==> config.mk <==
export PLATFORM = sky130hd
export DESIGN_NAME = julia_escape_time_pixel
export DESIGN_NICKNAME = d
export VERILOG_FILES = /design/src/hdl/jet_pkg.sv /design/src/hdl/jet_mul.sv /design/src/hdl/jet_dp.sv /design/src/hdl/jet_ctrl.sv /design/src/hdl/julia_escape_time_pixel.sv
export SDC_FILE = /design/constraint.sdc
export NUM_CORES = 2
export LEC_CHECK = 0
export ABC_CLOCK_PERIOD_IN_PS = 11200
export BUFFER_PORTS_ARGS = -buffer_cell sky130_fd_sc_hd__buf_4
export CORE_UTILIZATION = 30
export DETAILED_ROUTE_END_ITERATION = 16
export PLACE_DENSITY_LB_ADDON = 0.3
export RECOVER_POWER = 25
export SLEW_MARGIN = 40
export SYNTH_ARGS = -nofsm -noshare
export SYNTH_HDL_FRONTEND = slang
export SYNTH_SLANG_ARGS = --single-unit
==> constraint.sdc <==
create_clock -name clk -period 11.2 [get_ports clk]
set_clock_uncertainty 0.2 [all_clocks]
set_input_delay 1.68 -clock clk [delete_from_list [all_inputs] [get_ports clk]]
set_output_delay 1.68 -clock clk [all_outputs]
set_load 0.03 [all_outputs]
==> src/hdl/jet_pkg.sv <==
// Shared constants, types and helpers for the Julia escape-time pixel block.
`timescale 1ns / 1ps

package jet_pkg;

  // Image geometry and iteration limit
  localparam int IMG_WIDTH  = 128;
  localparam int IMG_HEIGHT = 128;
  localparam int MAX_ITER   = 17;

  // Fixed field widths
  localparam int PIX_W      = 7;
  localparam int COUNT_W    = 5;
  localparam int CRE_W      = 31;
  localparam int STEP_W     = 29;
  localparam int CFG_IDX_W  = 2;
  localparam int CFG_DATA_W = 31;

  // Number formats: Q4.28 values, Q8.56 products
  localparam int Q_W    = 32;
  localparam int FRAC   = 28;
  localparam int PROD_W = 2 * Q_W;
  localparam int SAT_W  = 48;

  localparam int IMG_MAX = (IMG_WIDTH > IMG_HEIGHT) ? IMG_WIDTH : IMG_HEIGHT;
  localparam int D_W     = $clog2(IMG_MAX) + 2;
  localparam int ITER_W  = $clog2(MAX_ITER + 1);

  // |z|^2 > 4 in Q8.56
  localparam logic [PROD_W-1:0] ESC_LIMIT = PROD_W'(4) << (2 * FRAC);

  // Register reset values
  localparam logic signed [CRE_W-1:0] CONST_RE_RST   = CRE_W'(134217728);
  localparam logic signed [CRE_W-1:0] CONST_IM_RST   = '0;
  localparam logic [STEP_W-1:0]       PIXEL_STEP_RST = STEP_W'(6710886);

  // Configuration register indexes
  localparam logic [CFG_IDX_W-1:0] CFG_CONST_RE   = CFG_IDX_W'(0);
  localparam logic [CFG_IDX_W-1:0] CFG_CONST_IM   = CFG_IDX_W'(1);
  localparam logic [CFG_IDX_W-1:0] CFG_PIXEL_STEP = CFG_IDX_W'(2);

  // Multiplier operand selection
  typedef enum logic [2:0] {
    MUL_X,
    MUL_Y,
    MUL_RR,
    MUL_II,
    MUL_RI
  } mul_sel_t;

  // Controller -> datapath
  typedef struct packed {
    mul_sel_t             mul_sel;
    logic                 ld_pix;
    logic                 ld_re_start;
    logic                 ld_im_start;
    logic                 ld_rr;
    logic                 ld_diff;
    logic                 ld_z;
    logic                 ld_out;
    logic [COUNT_W-1:0]   count;
  } jet_cmd_t;

  // Datapath -> controller
  typedef struct packed {
    logic escaped;
    logic out_free;
  } jet_sts_t;

  // Clamp to the signed Q4.28 range
  function automatic logic signed [Q_W-1:0] sat_q(input logic signed [SAT_W-1:0] v);
    logic in_range;
    in_range = (&v[SAT_W-1:Q_W-1]) || !(|v[SAT_W-1:Q_W-1]);
    if (in_range) begin
      return v[Q_W-1:0];
    end else if (v[SAT_W-1]) begin
      return {1'b1, {(Q_W-1){1'b0}}};
    end else begin
      return {1'b0, {(Q_W-1){1'b1}}};
    end
  endfunction

endpackage

==> src/hdl/jet_mul.sv <==
// Registered 32x32 signed multiplier shared by all datapath products.
`timescale 1ns / 1ps

module jet_mul (
  input  logic                              clk,
  input  logic signed [jet_pkg::Q_W-1:0]    a,
  input  logic signed [jet_pkg::Q_W-1:0]    b,
  output logic signed [jet_pkg::PROD_W-1:0] prod
);

  always_ff @(posedge clk) begin
    prod <= a * b;
  end

endmodule

==> src/hdl/jet_dp.sv <==
// Datapath: config registers, start-point mapping, z iteration, escape test, output register.
`timescale 1ns / 1ps

module jet_dp (
  input  logic                                 clk,
  input  logic                                 rst,
  // configuration
  input  logic                                 cfg_valid,
  input  logic [jet_pkg::CFG_IDX_W-1:0]        cfg_index,
  input  logic [jet_pkg::CFG_DATA_W-1:0]       cfg_data,
  // pixel payload
  input  logic [jet_pkg::PIX_W-1:0]            pixel_x,
  input  logic [jet_pkg::PIX_W-1:0]            pixel_y,
  // result channel
  output logic                                 out_valid,
  input  logic                                 out_ready,
  output logic [jet_pkg::COUNT_W-1:0]          escape_count,
  // controller
  input  jet_pkg::jet_cmd_t                    cmd,
  output jet_pkg::jet_sts_t                    sts
);

  logic signed [jet_pkg::CRE_W-1:0]  const_re;
  logic signed [jet_pkg::CRE_W-1:0]  const_im;
  logic [jet_pkg::STEP_W-1:0]        pixel_step;

  logic [jet_pkg::PIX_W-1:0]         pix_x;
  logic [jet_pkg::PIX_W-1:0]         pix_y;
  logic signed [jet_pkg::D_W-1:0]    dx;
  logic signed [jet_pkg::D_W-1:0]    dy;

  logic signed [jet_pkg::Q_W-1:0]    re;
  logic signed [jet_pkg::Q_W-1:0]    im;
  logic signed [jet_pkg::PROD_W-1:0] rr;
  logic signed [jet_pkg::PROD_W-1:0] diff;

  logic signed [jet_pkg::Q_W-1:0]    mul_a;
  logic signed [jet_pkg::Q_W-1:0]    mul_b;
  logic signed [jet_pkg::PROD_W-1:0] prod;
  logic signed [jet_pkg::Q_W-1:0]    step_s;

  logic signed [jet_pkg::Q_W-1:0]    start_val;
  logic signed [jet_pkg::Q_W-1:0]    re_new;
  logic signed [jet_pkg::Q_W-1:0]    im_new;
  logic [jet_pkg::PROD_W-1:0]        mag2;

  // Configuration registers
  always_ff @(posedge clk) begin
    if (rst) begin
      const_re   <= jet_pkg::CONST_RE_RST;
      const_im   <= jet_pkg::CONST_IM_RST;
      pixel_step <= jet_pkg::PIXEL_STEP_RST;
    end else if (cfg_valid) begin
      case (cfg_index)
        jet_pkg::CFG_CONST_RE:   const_re   <= cfg_data[jet_pkg::CRE_W-1:0];
        jet_pkg::CFG_CONST_IM:   const_im   <= cfg_data[jet_pkg::CRE_W-1:0];
        jet_pkg::CFG_PIXEL_STEP: pixel_step <= cfg_data[jet_pkg::STEP_W-1:0];
        default: ;
      endcase
    end
  end

  // Centered offsets, doubled: 2*p - SIZE
  assign dx = $signed(jet_pkg::D_W'({pix_x, 1'b0})) - $signed(jet_pkg::D_W'(jet_pkg::IMG_WIDTH));
  assign dy = $signed(jet_pkg::D_W'({pix_y, 1'b0})) - $signed(jet_pkg::D_W'(jet_pkg::IMG_HEIGHT));
  assign step_s = $signed({{(jet_pkg::Q_W - jet_pkg::STEP_W){1'b0}}, pixel_step});

  always_comb begin
    case (cmd.mul_sel)
      jet_pkg::MUL_X: begin
        mul_a = jet_pkg::Q_W'(dx);
        mul_b = step_s;
      end
      jet_pkg::MUL_Y: begin
        mul_a = jet_pkg::Q_W'(dy);
        mul_b = step_s;
      end
      jet_pkg::MUL_RR: begin
        mul_a = re;
        mul_b = re;
      end
      jet_pkg::MUL_II: begin
        mul_a = im;
        mul_b = im;
      end
      jet_pkg::MUL_RI: begin
        mul_a = re;
        mul_b = im;
      end
      default: begin
        mul_a = re;
        mul_b = im;
      end
    endcase
  end

  jet_mul u_mul (
    .clk  (clk),
    .a    (mul_a),
    .b    (mul_b),
    .prod (prod)
  );

  // (d * step) >> 1, clamped
  assign start_val = jet_pkg::sat_q(jet_pkg::SAT_W'(prod >>> 1));

  // re' = ((rr - ii) >> 28) + c_re ; im' = (ri >> 27) + c_im
  assign re_new = jet_pkg::sat_q(jet_pkg::SAT_W'(diff >>> jet_pkg::FRAC)
                                 + jet_pkg::SAT_W'(const_re));
  assign im_new = jet_pkg::sat_q(jet_pkg::SAT_W'(prod >>> (jet_pkg::FRAC - 1))
                                 + jet_pkg::SAT_W'(const_im));

  // rr holds re^2, prod holds im^2 when the controller samples this
  assign mag2 = $unsigned(rr) + $unsigned(prod);

  always_ff @(posedge clk) begin
    if (cmd.ld_pix) begin
      pix_x <= pixel_x;
      pix_y <= pixel_y;
    end
    if (cmd.ld_re_start) begin
      re <= start_val;
    end else if (cmd.ld_z) begin
      re <= re_new;
    end
    if (cmd.ld_im_start) begin
      im <= start_val;
    end else if (cmd.ld_z) begin
      im <= im_new;
    end
    if (cmd.ld_rr) begin
      rr <= prod;
    end
    if (cmd.ld_diff) begin
      diff <= rr - prod;
    end
  end

  // Output register
  always_ff @(posedge clk) begin
    if (rst) begin
      out_valid <= 1'b0;
    end else if (cmd.ld_out) begin
      out_valid <= 1'b1;
    end else if (out_ready) begin
      out_valid <= 1'b0;
    end
    if (cmd.ld_out) begin
      escape_count <= cmd.count;
    end
  end

  assign sts.escaped  = mag2 > jet_pkg::ESC_LIMIT;
  assign sts.out_free = !out_valid || out_ready;

endmodule

==> src/hdl/jet_ctrl.sv <==
// Controller FSM: sequences the shared multiplier and counts iterations.
`timescale 1ns / 1ps

module jet_ctrl (
  input  logic              clk,
  input  logic              rst,
  input  logic              in_valid,
  output logic              in_ready,
  output jet_pkg::jet_cmd_t cmd,
  input  jet_pkg::jet_sts_t sts
);

  typedef enum logic [2:0] {
    S_IDLE,
    S_MUL_X,
    S_MUL_Y,
    S_SQ_RE,
    S_SQ_IM,
    S_CHK,
    S_UPD,
    S_DONE
  } state_t;

  state_t                     state;
  logic                       first;
  logic [jet_pkg::ITER_W-1:0] iter;
  logic [jet_pkg::ITER_W-1:0] res;
  logic                       last_iter;

  assign last_iter = (iter == jet_pkg::ITER_W'(jet_pkg::MAX_ITER - 1));

  always_ff @(posedge clk) begin
    if (rst) begin
      state <= S_IDLE;
      first <= 1'b1;
      iter  <= '0;
      res   <= '0;
    end else begin
      case (state)
        S_IDLE: begin
          if (in_valid) begin
            state <= S_MUL_X;
            first <= 1'b1;
            iter  <= '0;
          end
        end
        S_MUL_X: state <= S_MUL_Y;
        S_MUL_Y: state <= S_SQ_RE;
        S_SQ_RE: state <= S_SQ_IM;
        S_SQ_IM: state <= S_CHK;
        S_CHK: begin
          if (!first && (sts.escaped || last_iter)) begin
            res   <= sts.escaped ? iter : jet_pkg::ITER_W'(jet_pkg::MAX_ITER);
            state <= S_DONE;
          end else begin
            if (!first) begin
              iter <= iter + 1'b1;
            end
            first <= 1'b0;
            state <= S_UPD;
          end
        end
        S_UPD: state <= S_SQ_RE;
        S_DONE: begin
          if (sts.out_free) begin
            state <= S_IDLE;
          end
        end
        default: state <= S_IDLE;
      endcase
    end
  end

  always_comb begin
    cmd             = '0;
    cmd.mul_sel     = jet_pkg::MUL_RR;
    cmd.count       = jet_pkg::COUNT_W'(res);
    in_ready        = 1'b0;
    case (state)
      S_IDLE: begin
        in_ready    = 1'b1;
        cmd.ld_pix  = in_valid;
        cmd.mul_sel = jet_pkg::MUL_X;
      end
      S_MUL_X: cmd.mul_sel = jet_pkg::MUL_X;
      S_MUL_Y: begin
        cmd.ld_re_start = 1'b1;
        cmd.mul_sel     = jet_pkg::MUL_Y;
      end
      S_SQ_RE: begin
        cmd.ld_im_start = first;
        cmd.mul_sel     = jet_pkg::MUL_RR;
      end
      S_SQ_IM: begin
        cmd.ld_rr   = 1'b1;
        cmd.mul_sel = jet_pkg::MUL_II;
      end
      S_CHK: begin
        cmd.ld_diff = 1'b1;
        cmd.mul_sel = jet_pkg::MUL_RI;
      end
      S_UPD:  cmd.ld_z   = 1'b1;
      S_DONE: cmd.ld_out = sts.out_free;
      default: ;
    endcase
  end

  a_ld_out_free: assert property (@(posedge clk) disable iff (rst)
    cmd.ld_out |-> sts.out_free)
    else $error("result loaded while output register occupied");

  a_iter_bound: assert property (@(posedge clk) disable iff (rst)
    iter <= jet_pkg::ITER_W'(jet_pkg::MAX_ITER - 1))
    else $error("iteration counter past limit");

  a_upd_after_first: assert property (@(posedge clk) disable iff (rst)
    (state == S_UPD) |-> !first)
    else $error("update entered with first-pass flag set");

  a_res_range: assert property (@(posedge clk) disable iff (rst)
    (state == S_DONE) |-> (res <= jet_pkg::ITER_W'(jet_pkg::MAX_ITER)))
    else $error("escape count out of range");

endmodule

==> src/hdl/julia_escape_time_pixel.sv <==
// Top level of the Julia set escape-time pixel evaluator.
`timescale 1ns / 1ps

// Evaluates one pixel at a time. A pixel (pixel_x, pixel_y) is mapped to the
// start point z0 = ((2*x - 128) * step / 2) + i*((2*y - 128) * step / 2) in
// signed Q4.28, then z = z*z + c is iterated up to 17 times; escape_count is
// the index of the first iteration whose result has |z|^2 > 4, or 17 if the
// point never escapes. All products go through one registered 32x32
// multiplier, so the work runs in steps: start-point setup and a first
// squaring pass, then per iteration update z, re^2, im^2, test and re*im.
// The result sits in an output register, so the next input transaction is
// taken while the previous result waits to be read; the block holds off
// only if a second result is ready before the first is taken. Configuration:
// index 0 = real part of c (Q3.28, 31-bit signed), index 1 = imaginary part
// of c, index 2 = pixel step (Q1.28, 29-bit unsigned); other indexes are
// ignored. cfg_ready is always high, and writes are meant to happen only
// while no pixel is in flight.

module julia_escape_time_pixel (
  input  logic                            clk,
  input  logic                            rst,
  // pixel input channel
  input  logic                            in_valid,
  output logic                            in_ready,
  input  logic [jet_pkg::PIX_W-1:0]       pixel_x,
  input  logic [jet_pkg::PIX_W-1:0]       pixel_y,
  // result channel
  output logic                            out_valid,
  input  logic                            out_ready,
  output logic [jet_pkg::COUNT_W-1:0]     escape_count,
  // configuration write channel
  input  logic                            cfg_valid,
  output logic                            cfg_ready,
  input  logic [jet_pkg::CFG_IDX_W-1:0]   cfg_index,
  input  logic [jet_pkg::CFG_DATA_W-1:0]  cfg_data
);

  jet_pkg::jet_cmd_t cmd;
  jet_pkg::jet_sts_t sts;

  // Register writes are never stalled.
  assign cfg_ready = 1'b1;

  // Sequencer: walks setup, squaring and update steps per iteration.
  jet_ctrl u_ctrl (
    .clk      (clk),
    .rst      (rst),
    .in_valid (in_valid),
    .in_ready (in_ready),
    .cmd      (cmd),
    .sts      (sts)
  );

  // Arithmetic, configuration registers and the output register.
  jet_dp u_dp (
    .clk          (clk),
    .rst          (rst),
    .cfg_valid    (cfg_valid),
    .cfg_index    (cfg_index),
    .cfg_data     (cfg_data),
    .pixel_x      (pixel_x),
    .pixel_y      (pixel_y),
    .out_valid    (out_valid),
    .out_ready    (out_ready),
    .escape_count (escape_count),
    .cmd          (cmd),
    .sts          (sts)
  );

endmodule

==> results by group <==
Run status
  – Status: finished, violations left
  – Violated checks: max-capacitance violations, max-slew violations

Logic synthesis
  – Dominant cell type by area after synthesis: fa_1
  – Post-synth ARST share: 0%
  – Unique masters post-synth: roughly 110
  – Ys Warns: 0
  – Top_reg_cell synth: edfxtp_1
  – Number of synthesized register bits: 353
  – Mapped Cells: 6814
  – Post-synth net total: 8341
  – Sequential fraction of the synthesis area: 14.89%
  – Number of synthesized flops with an enable pin: roughly 180
  – Avg Inst Size Synth: 8.772 µm²
  – Yosys top cell area share: roughly 36%
  – Top post-synthesis cells by area: fa_1 36%, edfxtp_1 9.2%, ha_1 8.2%
  – Post-synthesis cell area: 0.05977 mm²

Drt
  – Wire length per cell: 23.63 µm
  – Vias post-DR: 48540
  – Vias/cell: 5.124
  – Post-Route WL: about 220000 µm
  – Drt initial violations: 3812
  – Post-route ant nets: 0
  – Drt first pass iters: 6
  – DRC: 0

Critical path
  – Most Frequent Cell on Critical Path: fa_1
  – WP data arrival: 11030 ps
  – Crit-path max cell delay: between 600 and 700 ps
  – R2R depth: 34
  – Worst setup path class: flip-flop to flip-flop
  – Slowest cell on crit path: and2_1
  – Worst EP required: 11450 ps
  – Crit Path Max Fanout: 34
  – Startpoint types: flip-flop
  – Worst setup EP type: flip-flop

Die
  – Initial core utilization: a little under a third
  – DIE AREA: 0.2010 mm²
  – Site row count: between 150 and 200
  – # IOs: 60
  – Core area: 0.1976 mm²
  – Die outline height: 448.4 µm
  – Die W: ~450 µm

Global routing
  – Antenna violations before repair: 0
  – Gr ovfl total: 0
  – First-pass GRT wire length: roughly 340000 µm
  – Largest net degree at the start of global routing: 51
  – Global Route Usage Sum: 22.48%
  – Number of global-route vias before repair: approximately 50000

Clock tree
  – Worst skew pair latency: roughly 600 ps
  – Clock tree sinks: about 350
  – CTS tree: built
  – Clk pin slew, worst setup/hold paths: 60 ps
  – Num CTS Buffers: 44
  – CTS H-tree lvls: 2
  – Max Buffers Root-to-Sink: 3
  – Clk root buf: clkbuf_16

Timing
  – Final setup TNS: 0 ps
  – Worst slew margin: -48.64%
  – Final number of hold-violating endpoints: 0
  – Worst slew pin tran: 2230 ps
  – Worst hold margin: ~230 ps
  – Fmax: 92.76 MHz
  – Setup violators final: 0
  – Fin crit period: ~11000 ps
  – Period utilization: 96.26%
  – Final Slew Violations: 66
  – RSZ-0062 raised after global routing: no

Place
  – Placed Area: 0.06387 mm²
  – Hpwl dp: between 150000 and 200000 µm
  – Global placer's final weighted congestion: 0.9548
  – Input/output buffers: 58

Layout
  – Share of layout cells above drive strength 1: under 10%
  – Commonest non-fill, non-tap cells in the layout: 1144 x inv_1, 1085 x fa_1, 940 x nand2_1
  – Leading cell type in the layout, fill and taps excluded: inv_1
  – Fin nets: roughly 8300
  – Fin area: 0.06547 mm²
  – Layout area overhead: 9.531%
  – Fin util: 33.13%

Hold path
  – WHS Path Cells: 0
  – Hold crit path type: flip-flop to flip-flop

Flow run
  – Max Cap Viol: 2
[layout make-up]
cell class / count / area, µm²
Antenna cell: 3 / 7.507
Clock buffer: 62 / 1280
Clock inverter: 20 / 269.0
Inverter: 1151 / 4323
Timing Repair Buffer: 255 / 1956
Sequential cell: 353 / 8899
Multi-Input combinational cell: 4990 / 45430
Tap cell: 2640 / 3303
Fill cell: 20570 / 132200
[layer usage]
layer	wire length, µm	share of wire, %	GRT usage [%]
met5	0	0	0
met4	8547	3.8	7.649
met3	11840	5.3	2.180
met1	99020	44	30.92
met2	104500	47	36.81
[cells in the mapped netlist (23+ instances only)]
library cell and n:
nor4_1 47, and2_1 63, nand2b_1 70, nor3_1 49, clkbuf_1 276, nor2_1 714, a211oi_1 30, ha_1 390
or3_1 23, xor2_1 49, nand4_1 35, o22ai_1 55, o31ai_1 35, and3_1 24, xnor2_1 117, a31oi_1 28
o21ai_0 201, o211ai_1 30, o21bai_1 29, a22oi_1 39, a21oi_1 349, nor2b_1 48, fa_1 1085, inv_1 1144
edfxtp_1 183, nand2_1 946, a21o_1 85, nand3_1 75, dfxtp_1 170, o21a_1 47
[sequential cells by signal (all words and copies together), names as in the netlist, 7 cells and up]
| name | count |
|---|---|
| u_dp.const_im | 31 |
| u_dp.const_re | 31 |
| u_dp.diff | 36 |
| u_dp.im | 32 |
| u_dp.pix_x | 7 |
| u_dp.pix_y | 7 |
| u_dp.pixel_step | 29 |
| u_dp.re | 32 |
| u_dp.rr | 64 |
| u_dp.u_mul.prod | 64 |
[cells by family (layout without fill, tap and decap cells)]
group,count (synthesis),after routing,share of synthesized area (%)
AO/OA/AOI/OAI,1149,1149,12.59
XOR/XNOR,166,166,2.432
adder cells (fa/ha/maj),1475,1475,44.50
buffers and inverters,1471,1488,9.361
flip-flops,353,353,14.89
multiplexers,18,18,0.3161
other,1,4,0.006274
AND/OR/NAND/NOR,2181,2181,15.90
[critical path: cells and delay by family, from the launching register on]
| family | cells | cell delay (ps) |
|---|---|---|
| compound gates | 8 | 2180 |
| simple gates | 8 | 2150 |
| buf+inv | 7 | 880 |
| flops | 1 | 430 |
| xor+xnor | 1 | 140 |
| fa+ha+maj | 10 | 4620 |
[path summary, 6_finish.rpt]
path,to,slack [ps],start
min reg2reg,u_dp.escape_count[2]$_DFFE_PP_,230,u_ctrl.res[2]$_SDFFE_PP0P_
max reg2reg,u_dp.u_mul.prod[62]$_DFF_P_,420,u_ctrl.state[1]$_SDFFE_PP0P_
max,u_dp.u_mul.prod[62]$_DFF_P_,420,u_ctrl.state[1]$_SDFFE_PP0P_
min,u_dp.escape_count[2]$_DFFE_PP_,230,u_ctrl.res[2]$_SDFFE_PP0P_
[through the flow]
stage / instances / setup slack, ps
floorplan: 6814 / 1183
global placement: 9385 / 40.14
detailed placement: 9385 / -55.46
CTS: 9467 / 12.65
global route: 9471 / 1.454
finish: 9474 / 419.1
[repair_timing]
item | CTS | global route
buffers inserted | 0 | 4
pin swaps | 0 | 2
hold buffers | 0 | 0
endpoints found under the setup margin | 2 | 12
resized for setup | 1 | 18
Power is left out: the tool's default activity adds up to more than one toggle a clock period on the data nets, which glitch-free logic cannot reach.
